`src/rtl/skset_pkg.sv`:
```
// shared types and codes for the sorted key set unit
// no dependencies; compiled first

package skset_pkg;

    localparam int KEY_W    = 32;
    localparam int CMD_W    = 2;
    localparam int STATUS_W = 3;

    typedef enum logic [CMD_W-1:0] {
        CMD_INSERT = 2'd0,
        CMD_DELETE = 2'd1,
        CMD_DUMP   = 2'd2
    } cmd_t;

    typedef enum logic [STATUS_W-1:0] {
        ST_OK       = 3'd0,
        ST_DUP      = 3'd1,
        ST_NOTFOUND = 3'd2,
        ST_FULL     = 3'd3,
        ST_EMPTY    = 3'd4
    } status_t;

    typedef enum logic [1:0] {
        S_IDLE,
        S_SCAN,
        S_FINISH
    } state_t;

    typedef struct packed {
        status_t                  status;
        logic signed [KEY_W-1:0]  key;
        logic                     last;
    } result_t;

endpackage

```
`src/rtl/skset_req_if.sv`:
```
// request channel: command and key with valid / ready
// no dependencies

interface skset_req_if;
    logic               valid;
    logic               ready;
    logic [1:0]         cmd;
    logic signed [31:0] key;

    modport source (output valid, output cmd, output key, input ready);
    modport sink   (input valid, input cmd, input key, output ready);
endinterface

```
`src/rtl/skset_rsp_if.sv`:
```
// response channel: status, key and last flag with valid / ready
// no dependencies

interface skset_rsp_if;
    logic               valid;
    logic               ready;
    logic [2:0]         status;
    logic signed [31:0] out_key;
    logic               last;

    modport source (output valid, output status, output out_key, output last, input ready);
    modport sink   (input valid, input status, input out_key, input last, output ready);
endinterface

```
`src/rtl/sorted_key_set_insert_delete_unit.sv`:
```
// top level of the sorted key set: sequencer, key storage, response register
// depends on skset_pkg, skset_req_if, skset_rsp_if, skset_mem, skset_ctrl
//
//   channel   dir   signals                       meaning
//   req       in    valid ready cmd key           insert / delete / dump request
//   rsp       out   valid ready status out_key    one result; last marks the final one
//                   last
//
// delete accepts the request, walks every stored key through the single memory read port
// and comparator, then posts the result; insert does the same, but a duplicate or a full
// set stops the walk at the first key not below it
// dump posts one stored key per result, or the empty marker when the set is empty
// rst_n clears the key count and sequencer; stored keys keep whatever they held
// a stalled rsp holds a dump and the final result post; req is ready only while the sequencer idles,
// also while the last result still waits in the response register

module sorted_key_set_insert_delete_unit #(
    parameter int CAPACITY = 16
) (
    input logic         clk,
    input logic         rst_n,
    skset_req_if.sink   req,
    skset_rsp_if.source rsp
);

    import skset_pkg::*;

    localparam int AW = $clog2(CAPACITY);
    localparam int CW = $clog2(CAPACITY + 1);

    // memory port wiring
    logic          rd_en;
    logic [AW-1:0] rd_addr;
    logic [31:0]   rd_data;
    logic          wr_en;
    logic [AW-1:0] wr_addr;
    logic [31:0]   wr_data;

    // result hand-off from the sequencer
    logic    emit;
    logic    out_free;
    result_t result;

    // response register
    logic    rsp_valid_reg, rsp_valid_next;
    result_t rsp_data_reg, rsp_data_next;

    skset_mem #(
        .DEPTH (CAPACITY),
        .AW    (AW)
    ) u_mem (
        .clk     (clk),
        .wr_en   (wr_en),
        .wr_addr (wr_addr),
        .wr_data (wr_data),
        .rd_en   (rd_en),
        .rd_addr (rd_addr),
        .rd_data (rd_data)
    );

    skset_ctrl #(
        .CAPACITY (CAPACITY),
        .AW       (AW),
        .CW       (CW)
    ) u_ctrl (
        .clk       (clk),
        .rst_n     (rst_n),
        .req_valid (req.valid),
        .req_ready (req.ready),
        .req_cmd   (req.cmd),
        .req_key   (req.key),
        .rd_en     (rd_en),
        .rd_addr   (rd_addr),
        .rd_data   (rd_data),
        .wr_en     (wr_en),
        .wr_addr   (wr_addr),
        .wr_data   (wr_data),
        .out_free  (out_free),
        .emit      (emit),
        .result    (result)
    );

    // slot is free when empty or being drained this cycle
    assign out_free = !rsp_valid_reg || rsp.ready;

    always_comb
    begin
        rsp_valid_next = rsp_valid_reg;
        rsp_data_next  = rsp_data_reg;
        priority if (emit)
        begin
            rsp_valid_next = 1'b1;
            rsp_data_next  = result;
        end
        else if (rsp.ready)
        begin
            rsp_valid_next = 1'b0;
        end
    end

    always_ff @(posedge clk or negedge rst_n)
    begin
        if (!rst_n)
        begin
            rsp_valid_reg <= 1'b0;
        end
        else
        begin
            rsp_valid_reg <= rsp_valid_next;
        end
    end

    always_ff @(posedge clk)
    begin
        rsp_data_reg <= rsp_data_next;
    end

    assign rsp.valid   = rsp_valid_reg;
    assign rsp.status  = rsp_data_reg.status;
    assign rsp.out_key = rsp_data_reg.key;
    assign rsp.last    = rsp_data_reg.last;

endmodule

```
`src/rtl/skset_mem.sv`:
```
// key storage: one write port, one read port with registered read data
// no package dependencies

module skset_mem #(
    parameter int DEPTH = 16,
    parameter int AW    = 4
) (
    input  logic          clk,
    input  logic          wr_en,
    input  logic [AW-1:0] wr_addr,
    input  logic [31:0]   wr_data,
    input  logic          rd_en,
    input  logic [AW-1:0] rd_addr,
    output logic [31:0]   rd_data
);

    logic [31:0] mem [DEPTH];
    logic [31:0] rd_data_reg;

    always_ff @(posedge clk)
    begin
        if (wr_en)
        begin
            mem[wr_addr] <= wr_data;
        end
    end

    // read data holds while the sequencer is stalled
    always_ff @(posedge clk)
    begin
        if (rd_en)
        begin
            rd_data_reg <= mem[rd_addr];
        end
    end

    assign rd_data = rd_data_reg;

endmodule

```
`src/rtl/skset_ctrl.sv`:
```
// sequencer and shared key comparator for insert, delete and dump
// depends on skset_pkg; drives skset_mem ports

module skset_ctrl #(
    parameter int CAPACITY = 16,
    parameter int AW       = 4,
    parameter int CW       = 5
) (
    input  logic                     clk,
    input  logic                     rst_n,
    input  logic                     req_valid,
    output logic                     req_ready,
    input  logic [1:0]               req_cmd,
    input  logic signed [31:0]       req_key,
    output logic                     rd_en,
    output logic [AW-1:0]            rd_addr,
    input  logic [31:0]              rd_data,
    output logic                     wr_en,
    output logic [AW-1:0]            wr_addr,
    output logic [31:0]              wr_data,
    input  logic                     out_free,
    output logic                     emit,
    output skset_pkg::result_t       result
);

    import skset_pkg::*;

    state_t             state_reg, state_next;
    logic [1:0]         cmd_reg, cmd_next;
    logic signed [31:0] key_reg, key_next;
    logic [AW-1:0]      idx_reg, idx_next;
    logic [CW-1:0]      count_reg, count_next;
    logic               carry_reg, carry_next;
    logic [31:0]        hold_reg, hold_next;
    logic               done_reg, done_next;
    status_t            status_reg, status_next;

    logic full;
    logic is_last;
    logic lt;
    logic eq;
    logic scan_stop;

    // the shared compare unit
    assign lt      = $signed(rd_data) < key_reg;
    assign eq      = rd_data == key_reg;
    assign full    = count_reg == CW'(CAPACITY);
    assign is_last = (CW'(idx_reg) + CW'(1)) == count_reg;

    always_ff @(posedge clk or negedge rst_n)
    begin
        if (!rst_n)
        begin
            state_reg <= S_IDLE;
            count_reg <= '0;
        end
        else
        begin
            state_reg <= state_next;
            count_reg <= count_next;
        end
    end

    always_ff @(posedge clk)
    begin
        cmd_reg    <= cmd_next;
        key_reg    <= key_next;
        idx_reg    <= idx_next;
        carry_reg  <= carry_next;
        hold_reg   <= hold_next;
        done_reg   <= done_next;
        status_reg <= status_next;
    end

    always_comb
    begin
        state_next = state_reg;
        unique case (state_reg)
            S_IDLE:
            begin
                if (req_valid && (req_cmd == CMD_INSERT || req_cmd == CMD_DELETE
                                  || req_cmd == CMD_DUMP))
                begin
                    state_next = (count_reg == '0) ? S_FINISH : S_SCAN;
                end
            end
            S_SCAN:
            begin
                if (cmd_reg == CMD_DUMP)
                begin
                    if (out_free && is_last)
                    begin
                        state_next = S_IDLE;
                    end
                end
                else if (scan_stop)
                begin
                    state_next = S_FINISH;
                end
            end
            S_FINISH:
            begin
                if (out_free)
                begin
                    state_next = S_IDLE;
                end
            end
            default:
            begin
                state_next = S_IDLE;
            end
        endcase
    end

    always_comb
    begin
        req_ready   = 1'b0;
        rd_en       = 1'b0;
        rd_addr     = AW'(idx_reg + AW'(1));
        wr_en       = 1'b0;
        wr_addr     = idx_reg;
        wr_data     = key_reg;
        emit        = 1'b0;
        result      = '{status: ST_OK, key: key_reg, last: 1'b1};
        scan_stop   = 1'b0;
        cmd_next    = cmd_reg;
        key_next    = key_reg;
        idx_next    = idx_reg;
        carry_next  = carry_reg;
        hold_next   = hold_reg;
        done_next   = done_reg;
        status_next = status_reg;
        count_next  = count_reg;

        unique case (state_reg)
            S_IDLE:
            begin
                req_ready = 1'b1;
                if (req_valid)
                begin
                    cmd_next    = req_cmd;
                    key_next    = req_key;
                    idx_next    = '0;
                    carry_next  = 1'b0;
                    done_next   = 1'b0;
                    status_next = ST_OK;
                    rd_en       = 1'b1;
                    rd_addr     = '0;
                end
            end

            S_SCAN:
            begin
                case (cmd_reg)
                    CMD_INSERT:
                    begin
                        // carry ripples every entry above the slot up by one
                        if (!carry_reg)
                        begin
                            priority if (lt)
                            begin
                            end
                            else if (eq)
                            begin
                                done_next   = 1'b1;
                                status_next = ST_DUP;
                            end
                            else if (full)
                            begin
                                done_next   = 1'b1;
                                status_next = ST_FULL;
                            end
                            else
                            begin
                                wr_en      = 1'b1;
                                wr_data    = key_reg;
                                carry_next = 1'b1;
                                hold_next  = rd_data;
                            end
                        end
                        else
                        begin
                            wr_en     = 1'b1;
                            wr_data   = hold_reg;
                            hold_next = rd_data;
                        end
                        scan_stop = done_next || is_last;
                        if (!scan_stop)
                        begin
                            rd_en    = 1'b1;
                            idx_next = AW'(idx_reg + AW'(1));
                        end
                    end
                    CMD_DELETE:
                    begin
                        // after the match every entry moves down one slot
                        if (!carry_reg)
                        begin
                            if (eq)
                            begin
                                carry_next = 1'b1;
                            end
                        end
                        else
                        begin
                            wr_en   = 1'b1;
                            wr_addr = AW'(idx_reg - AW'(1));
                            wr_data = rd_data;
                        end
                        scan_stop = is_last;
                        if (!scan_stop)
                        begin
                            rd_en    = 1'b1;
                            idx_next = AW'(idx_reg + AW'(1));
                        end
                    end
                    CMD_DUMP:
                    begin
                        if (out_free)
                        begin
                            emit   = 1'b1;
                            result = '{status: ST_OK, key: $signed(rd_data), last: is_last};
                            if (!is_last)
                            begin
                                rd_en    = 1'b1;
                                idx_next = AW'(idx_reg + AW'(1));
                            end
                        end
                    end
                    default:
                    begin
                    end
                endcase
            end

            S_FINISH:
            begin
                if (out_free)
                begin
                    emit = 1'b1;
                    case (cmd_reg)
                        CMD_INSERT:
                        begin
                            priority if (done_reg)
                            begin
                                result.status = status_reg;
                            end
                            else if (carry_reg)
                            begin
                                wr_en      = 1'b1;
                                wr_addr    = AW'(count_reg);
                                wr_data    = hold_reg;
                                count_next = CW'(count_reg + CW'(1));
                            end
                            else if (full)
                            begin
                                result.status = ST_FULL;
                            end
                            else
                            begin
                                wr_en      = 1'b1;
                                wr_addr    = AW'(count_reg);
                                wr_data    = key_reg;
                                count_next = CW'(count_reg + CW'(1));
                            end
                        end
                        CMD_DELETE:
                        begin
                            if (carry_reg)
                            begin
                                count_next = CW'(count_reg - CW'(1));
                            end
                            else
                            begin
                                result.status = ST_NOTFOUND;
                            end
                        end
                        CMD_DUMP:
                        begin
                            result = '{status: ST_EMPTY, key: '0, last: 1'b1};
                        end
                        default:
                        begin
                        end
                    endcase
                end
            end

            default:
            begin
            end
        endcase
    end

endmodule

```
`src/flat_wrapper.sv`:
```
// flat-port wrapper written by rule: the top's interface ports become plain ports
module sorted_key_set_insert_delete_unit_flat import skset_pkg::*;
#(
    parameter int CAPACITY = 16
)
  (clk, rst_n, req_valid, req_cmd, req_key, req_ready, rsp_valid, rsp_status, rsp_out_key, rsp_last, rsp_ready);
  skset_req_if req_i ();
  skset_rsp_if rsp_i ();
  input logic clk;
  input logic rst_n;
  input wire logic [$bits(req_i.valid)-1:0] req_valid;
  input wire logic [$bits(req_i.cmd)-1:0] req_cmd;
  input wire logic [$bits(req_i.key)-1:0] req_key;
  output wire logic [$bits(req_i.ready)-1:0] req_ready;
  output wire logic [$bits(rsp_i.valid)-1:0] rsp_valid;
  output wire logic [$bits(rsp_i.status)-1:0] rsp_status;
  output wire logic [$bits(rsp_i.out_key)-1:0] rsp_out_key;
  output wire logic [$bits(rsp_i.last)-1:0] rsp_last;
  input wire logic [$bits(rsp_i.ready)-1:0] rsp_ready;
  assign req_i.valid = req_valid;
  assign req_i.cmd = req_cmd;
  assign req_i.key = req_key;
  assign req_ready = req_i.ready;
  assign rsp_valid = rsp_i.valid;
  assign rsp_status = rsp_i.status;
  assign rsp_out_key = rsp_i.out_key;
  assign rsp_last = rsp_i.last;
  assign rsp_i.ready = rsp_ready;
  sorted_key_set_insert_delete_unit #(.CAPACITY(CAPACITY)) u_core (.clk(clk), .rst_n(rst_n), .req(req_i), .rsp(rsp_i));
endmodule
```
`config.mk`:
```
export PLATFORM = sky130hd
export DESIGN_NAME = sorted_key_set_insert_delete_unit_flat
export DESIGN_NICKNAME = d
export VERILOG_FILES = /design/src/rtl/skset_pkg.sv /design/src/rtl/skset_req_if.sv /design/src/rtl/skset_rsp_if.sv /design/src/rtl/sorted_key_set_insert_delete_unit.sv /design/src/rtl/skset_mem.sv /design/src/rtl/skset_ctrl.sv /design/src/flat_wrapper.sv
export SDC_FILE = /design/constraint.sdc
export NUM_CORES = 1
export LEC_CHECK = 0
export ABC_CLOCK_PERIOD_IN_PS = 5650
export BUFFER_PORTS_ARGS = -buffer_cell sky130_fd_sc_hd__buf_4
export CORE_MARGIN = 8
export CORE_UTILIZATION = 30
export DETAILED_ROUTE_END_ITERATION = 10
export PLACE_DENSITY = 0.5
export RECOVER_POWER = 25
export SYNTH_ARGS = -nofsm -noshare
export SYNTH_HDL_FRONTEND = slang
export SYNTH_HIERARCHICAL = 1
export SYNTH_SLANG_ARGS = --single-unit
```
`constraint.sdc`:
```
create_clock -name clk -period 5.65 [get_ports clk]
set_input_delay 1.13 -clock clk [delete_from_list [all_inputs] [get_ports clk]]
set_output_delay 1.13 -clock clk [all_outputs]
set_load 0.01 [all_outputs]
```
==> qor.yml, run 1 <==
sta:
  fmax_ghz: 0.206
  maxSlewHeadroom: -1.04
  worst_slack_ns: 0.785
  finalCriticalPeriod_ns: 4.87
  setup_violations: 0
  finalHoldViolations: 0
  drv_slew: 189
  finalSetupTns_ns: 0
  finClkSkew_ns: 0.0270
  worst_slew_pin_slew_ns: 3.04
  period_share: 0.861
  rsz0062_at_grt: "no"
cts:
  clk_latency_ns: 0.62
  hold_buffers: 0
  cts_setup_buffers: 0
  cts.sinks: 662
  ctsResizeCount: 0
  cts_tree: "done"
  root_buffer: "clkbuf_16"
  cts_buffers: 71
  clk_pin_slew_ns: 0.06
  clockBufferDepth: 3
  htree_num_levels: 3
placement:
  place_area_um2: 29300
  place_ws_ns: 1.29
  port-buffer-count: 75
  gp_congestion: 0.822
  dp_hpwl_um: 44700
layout:
  fillerInstances: 8358
  final_common_cell: "edfxtp_1"
  antennaDiodeCount: 0
  largest_reg_flops: 512
  drive_gt1_frac: 0.203
  fin_area_um2: 31300
  area_delta_synth_final_pct: 17.1
  top_register: "u_core/u_mem/mem"
  seq_area_um2: 19800
  final_cell_mix: "654 x edfxtp_1, 128 x mux4_2, 98 x nand2_1, 93 x clkbuf_1, 88 x a22oi_1"
  multi_input_area_um2: 6550
  nets: 1667
yosys:
  async_reset_ff_frac: 0.0121
  synth_fa_ha_area_frac: 0.0218
  synth_edf_count: 654
  synth_top_family_by_area: "multiplexers"
  synthSimpleGateAreaFrac: 0.0346
  synthFlopType: "edfxtp_1"
  syn_nets: 1521
  synth-compound-area-share: 0.0673
  synth_cell_type_count: 56
  synth-seq-area-share: 0.742
  synthXorXnorAreaFrac: 0.00426
  yosys_warnings: 6
  postSynthAreaPerCell_um2: 18.6
  synth_mux_area_frac: 0.111
  ys_ff_latch: 662
  syn_area_um2: 26700
  synth_cells: 1437
status:
  status: "finished, violations left"
  violations: "capacitance limit, slew limit"
route:
  vias: 14300
  post_drt_wl_per_cell_um: 26.0
  wirelength_um: 73000
  drt_iter0_drc: 1486
  drc_errors: 0
  viasPerCell: 5.10
  ant_nets: 0
  dr.pass1.iters: 5
setup_path:
  critPathKind: "reg2reg"
  rr_worst_depth: 6
  endpoint_kind: "flip-flop"
  start_kind: "flip-flop"
  crit_slowest_cell: "o21ai_0"
  path_cells: "inv_1 > ha_1 > clkbuf_1 > nand2_1 > o21ai_0 > clkbuf_2"
  cp.required_ns: 5.88
  r2r-end: "u_core/rsp.out_key[4]"
  critical_path_arrival_ns: 5.10
  cp_max_fo: 24
  r2r-start: "u_core/u_ctrl/state_reg[1]"
  cpPeakStageDelay_ns: 1.79
  reg2reg_slack_ns: 0.78
grt:
  grt_max_degree: 49
  overflow: 0
  antenna_found_initial: 5
  grt_pass1_wl_um: 105000
  track_usage: 0.146
  first_global_vias: 14600
floorplanning:
  fp.coreArea_um2: 88400
  rows: 109
  fp.dieW_um: 315
  initial_core_util: 0.303
  fp.dieH_um: 315
  die_area_um2: 99000
  io_pins: 76
power_and_ir_drop:
  finalPower_mw: 17.4
  ir_worst_vdd_mv: 0.270
  p_per_area_nw_per_um2: 555
  p_leak_nw: 10.1
hold_path:
  hp-class: "in2async"
run:
  max_cap_viol_count: 6
## kinds of logic (layout without fill, tap and decap cells)
kind of cell	Yosys count	in the layout
adders and majority gates	46	46
DFF	662	662
xor gates and xnor gates	13	13
muxes	135	135
buffers and inverters	127	327
AOI/OAI and AO/OA	251	251
and+or+nand+nor	203	203
## worst max-delay path: cells and delay by family, from the launching register on
family                   cells  cell delay [ns]
buffers and inverters        3             1.88
AO/OA/AOI/OAI                1             1.79
flip-flops                   1             0.40
AND/OR/NAND/NOR              1             0.16
adder cells (fa/ha/maj)      1             0.23
## worst max path at each step
stage	start	to
6_report	u_core/u_ctrl/state_reg[1]	u_core/rsp.out_key[4]
5_1_grt	u_core/u_ctrl/state_reg[1]	u_core/rsp.out_key[22]
4_1_cts	u_core/u_ctrl/cmd_reg[0]	u_core/u_mem/mem[7][28]
3_5_place_dp	u_core/u_ctrl/cmd_reg[0]	u_core/u_mem/mem[7][30]
3_3_place_gp	u_core/u_ctrl/key_reg[30]	u_core/u_mem/mem[3][30]
2_1_floorplan	u_core/u_mem/rd_data[30]	u_core/u_mem/mem[1][0]
## cells in the mapped netlist (6+ instances only)
cell	number	share of area
nor2_1	35	0.0049
nand2b_1	6	0.0014
nand2_1	98	0.014
nor3_1	9	0.0017
ha_1	45	0.021
a22o_1	49	0.016
xnor2_1	12	0.0039
edfxtp_1	654	0.73
a22oi_1	88	0.025
a21oi_1	32	0.0060
nand3_1	22	0.0041
buf_2	8	0.0015
dfrtp_1	8	0.0075
o21ai_0	39	0.0073
inv_1	53	0.0074
clkbuf_1	43	0.0060
mux4_2	128	0.11
buf_1	11	0.0015
buf_4	11	0.0031
a31oi_1	6	0.0014
nand4_1	9	0.0021
## routing by layer
| layer | GRT usage | vias up | wire [um] |
|---|---|---|---|
| li1 | - | 6168 | - |
| met1 | 0.202 | 7534 | 32500 |
| met5 | 0 | - | 0 |
| met4 | 0.0438 | 0 | 1670 |
| met2 | 0.229 | 510 | 33800 |
| met3 | 0.0311 | 90 | 5010 |
## cell type report
class                   count  area share
flip-flops and latches    662       0.633
multi-input cells         648       0.209
clock inverters            40      0.0155
repair buffers            146      0.0290
inverters                  54     0.00647
clock buffers              87      0.0600
well taps                1165      0.0465
## power by group
part | switching (mW) | internal, mW | leakage, nW
clock | 1.88 | 2.87 | 1.15
combinational | 3.56 | 2.07 | 2.89
sequential | 0.334 | 6.65 | 6.06
## through the flow
step | std cells | hold slack, ns | util
after global routing | 2802 | 0.487 | 0.354
after detailed placement | 2674 | 0.488 | 0.332
after floorplan | 1437 | 0.451 | -
after CTS | 2801 | 0.300 | 0.359
after global placement | 2674 | 0.459 | 0.332
final | 2802 | 0.456 | 0.354
Note: power is estimated with default switching activity, not from simulation.
==> inputs of run 2 (changes only) <==
--- a/config.mk
+++ b/config.mk
@@ -8,9 +8,9 @@
 export ABC_CLOCK_PERIOD_IN_PS = 5650
 export BUFFER_PORTS_ARGS = -buffer_cell sky130_fd_sc_hd__buf_4
 export CORE_MARGIN = 8
-export CORE_UTILIZATION = 30
+export CORE_UTILIZATION = 43
 export DETAILED_ROUTE_END_ITERATION = 10
-export PLACE_DENSITY = 0.5
+export PLACE_DENSITY = 0.65
 export RECOVER_POWER = 25
 export SYNTH_ARGS = -nofsm -noshare
 export SYNTH_HDL_FRONTEND = slang
==> run 2 against run 1 <==
The run still ends with capacitance limit, slew limit left. Clock-buffer cell count increased by 1. Clock power fell by 13%. Via count rose by 0.73%. Global-route usage up 3.8 points. Non-clock buffer count shrank 6. Combinational power is 0.9% lower. Core utilization up 14 points. Fmax grew 0.98%. Critical path type unchanged. Largest cell class unchanged.
==> qor.yml, run 2 (same netlist as run 1, synthesis figures left out) <==
setup_path:
  start_kind: "flip-flop"  # unchanged
  endpoint_kind: "flip-flop"  # unchanged
  reg2reg_slack_ns: 0.83  # was 0.78 ns
  critical_path_arrival_ns: 4.96  # was 5.10 ns
  critPathKind: "reg2reg"  # unchanged
  cp.required_ns: 5.79  # was 5.88 ns
  cp_max_fo: 37  # was 24
layout:
  area_delta_synth_final_pct: 14.3  # was 17.1%
  nets: 1658  # was 1667
  final_cell_mix: "654 x edfxtp_1, 128 x mux4_2, 98 x nand2_1, 88 x a22oi_1, 83 x clkbuf_1"  # was 654 x edfxtp_1, 128 x mux4_2, 98 x nand2_1, 93 x clkbuf_1, 88 x a22oi_1
  final_common_cell: "edfxtp_1"  # unchanged
  fin_area_um2: 30600  # was 31300 um^2
  drive_gt1_frac: 0.203  # about the same
  antennaDiodeCount: 0  # unchanged
  multi_input_area_um2: 6580  # was 6550 um^2
  post-route-util: 0.496  # was 0.354
  seq_area_um2: 19800  # unchanged
  largest_reg_flops: 512  # unchanged
  top_register: "u_core/u_mem/mem"  # unchanged
  fillerInstances: 4929  # was 8358
sta:
  fmax_ghz: 0.208  # was 0.206 GHz
  finalCriticalPeriod_ns: 4.82  # was 4.87 ns
  finalHoldViolations: 0  # unchanged
  rsz0062_at_grt: "no"  # unchanged
  setup_violations: 0  # unchanged
  hold_ws_ns: 0.467  # was 0.456 ns
  finalSetupTns_ns: 0  # unchanged
  finClkSkew_ns: 0.0230  # was 0.0270 ns
  period_share: 0.853  # was 0.861
  worst_slew_pin_slew_ns: 2.32  # was 3.04 ns
  drv_slew: 153  # was 189
  worst_slack_ns: 0.832  # was 0.785 ns
  maxSlewHeadroom: -0.549  # was -1.04
route:
  dr_wl_met2_um: 31100  # was 33800 um
  drt_iter0_drc: 1679  # was 1486
  wirelength_um: 65400  # was 73000 um
  drc_errors: 0  # unchanged
  met3_length_um: 4910  # was 5010 um
  wl_met1_um: 27300  # was 32500 um
  post_drt_wl_per_cell_um: 26.6  # was 26.0 um
  dr.pass1.iters: 5  # unchanged
  top_layer: "met4"  # unchanged
  vias: 14400  # was 14.3k
  ant_nets: 0  # unchanged
  viasPerCell: 5.86  # was 5.10
placement:
  dp_hpwl_um: 40000  # was 44700 um
  gp_congestion: 0.843  # was 0.822
  place_ws_ns: 1.03  # was 1.29 ns
  port-buffer-count: 75  # unchanged
  place_area_um2: 28800  # was 29300 um^2
status:
  status: "finished, violations left"  # unchanged
  violations: "capacitance limit, slew limit"  # unchanged
floorplanning:
  fp.dieH_um: 265  # was 315 um
  io_pins: 76  # unchanged
  rows: 91  # was 109
  initial_core_util: 0.434  # was 0.303
  fp.coreArea_um2: 61600  # was 88400 um^2
  fp.dieW_um: 265  # was 315 um
  die_area_um2: 70400  # was 99000 um^2
cts:
  root_buffer: "clkbuf_16"  # unchanged
  clk_pin_slew_ns: 0.06  # about the same
  cts_buffers: 68  # was 71
  cts_tree: "done"  # unchanged
  cts.sinks: 662  # unchanged
  clockBufferDepth: 3  # unchanged
  cts_setup_buffers: 0  # unchanged
  hold_buffers: 0  # unchanged
  clk_latency_ns: 0.59  # was 0.62 ns
  ctsResizeCount: 0  # unchanged
  htree_num_levels: 3  # unchanged
grt:
  track_usage: 0.184  # was 0.146
  overflow: 0  # unchanged
  grt_max_degree: 69  # was 49
  grt_pass1_wl_um: 96900  # was 105000 um
  first_global_vias: 14700  # was 14.6k
  antenna_found_initial: 0  # was 5
power_and_ir_drop:
  p_leak_nw: 9.96  # was 10.1 nW
  p_per_area_nw_per_um2: 545  # was 555 nW/um^2
  ir_worst_vdd_mv: 0.606  # was 0.270 mV
hold_path:
  hp-class: "in2async"  # unchanged
run:
  max_cap_viol_count: 6  # unchanged
run 2: cell types whose count changed in the layout (fill, tap and decap cells not counted), sizes merged:
| cell | previous run | this run |
|---|---|---|
| clkinv | 25 | 24 |
| clkbuf | 174 | 176 |
| buf | 59 | 52 |
| bufinv | 11 | 2 |
| inv | 57 | 56 |
run 2: layout make-up:
cell class,instances,area share
clock buffer,88,0.0588
clock inverter,29,0.00626
inverter,54,0.00663
multi-input combinational,648,0.215
sequential,662,0.649
tap,837,0.0343
timing repair buffer,140,0.0298
run 2: final timing paths:
kind                                                    to                  startpoint  cells after the start
worst min register to register   u_core/u_ctrl/hold_reg[0]     u_core/u_mem/rd_data[0]                      0
worst max register to register       u_core/rsp.out_key[8]  u_core/u_ctrl/state_reg[1]                      6
min in group clk                 u_core/u_ctrl/hold_reg[0]     u_core/u_mem/rd_data[0]                      0
worst max-delay path                 u_core/rsp.out_key[8]  u_core/u_ctrl/state_reg[1]                      6
max in group asynchronous       u_core/u_ctrl/count_reg[4]                       rst_n                      1
worst min-delay path                      u_core/rsp.valid                       rst_n                      1
run 2: per-stage QoR:
| step | std cells | total power, mW |
|---|---|---|
| 2_1_floorplan | 1437 | 10.6 |
| 3_3_place_gp | 2341 | 12.6 |
| 3_5_place_dp | 2341 | 12.7 |
| 4_1_cts | 2458 | 16.8 |
| 5_1_grt | 2458 | 17.4 |
| 6_report | 2458 | 16.7 |
run 2: critical path, cell delays in order, from the launching register on:
cell      delay [ns]
dfrtp_1         0.37
inv_1           0.08
ha_1            0.56
clkbuf_1        1.02
nand3_1         0.50
o21ai_4         0.15
clkbuf_1        1.67
run 2: report_power, final:
group | internal, mW | leakage [nW] | switching (mW) | total [mW]
clock network | 2.33 | 0.972 | 1.79 | 4.12
registers | 6.64 | 6.06 | 0.311 | 6.95
logic | 2.03 | 2.92 | 3.56 | 5.59
total | 11.0 | 9.96 | 5.66 | 16.7
run 2: metal layers:
metal	vias up	track usage
met5	-	0
met4	0	0.0703
met3	121	0.0336
met2	654	0.289
met1	7488	0.254
li1	6143	-
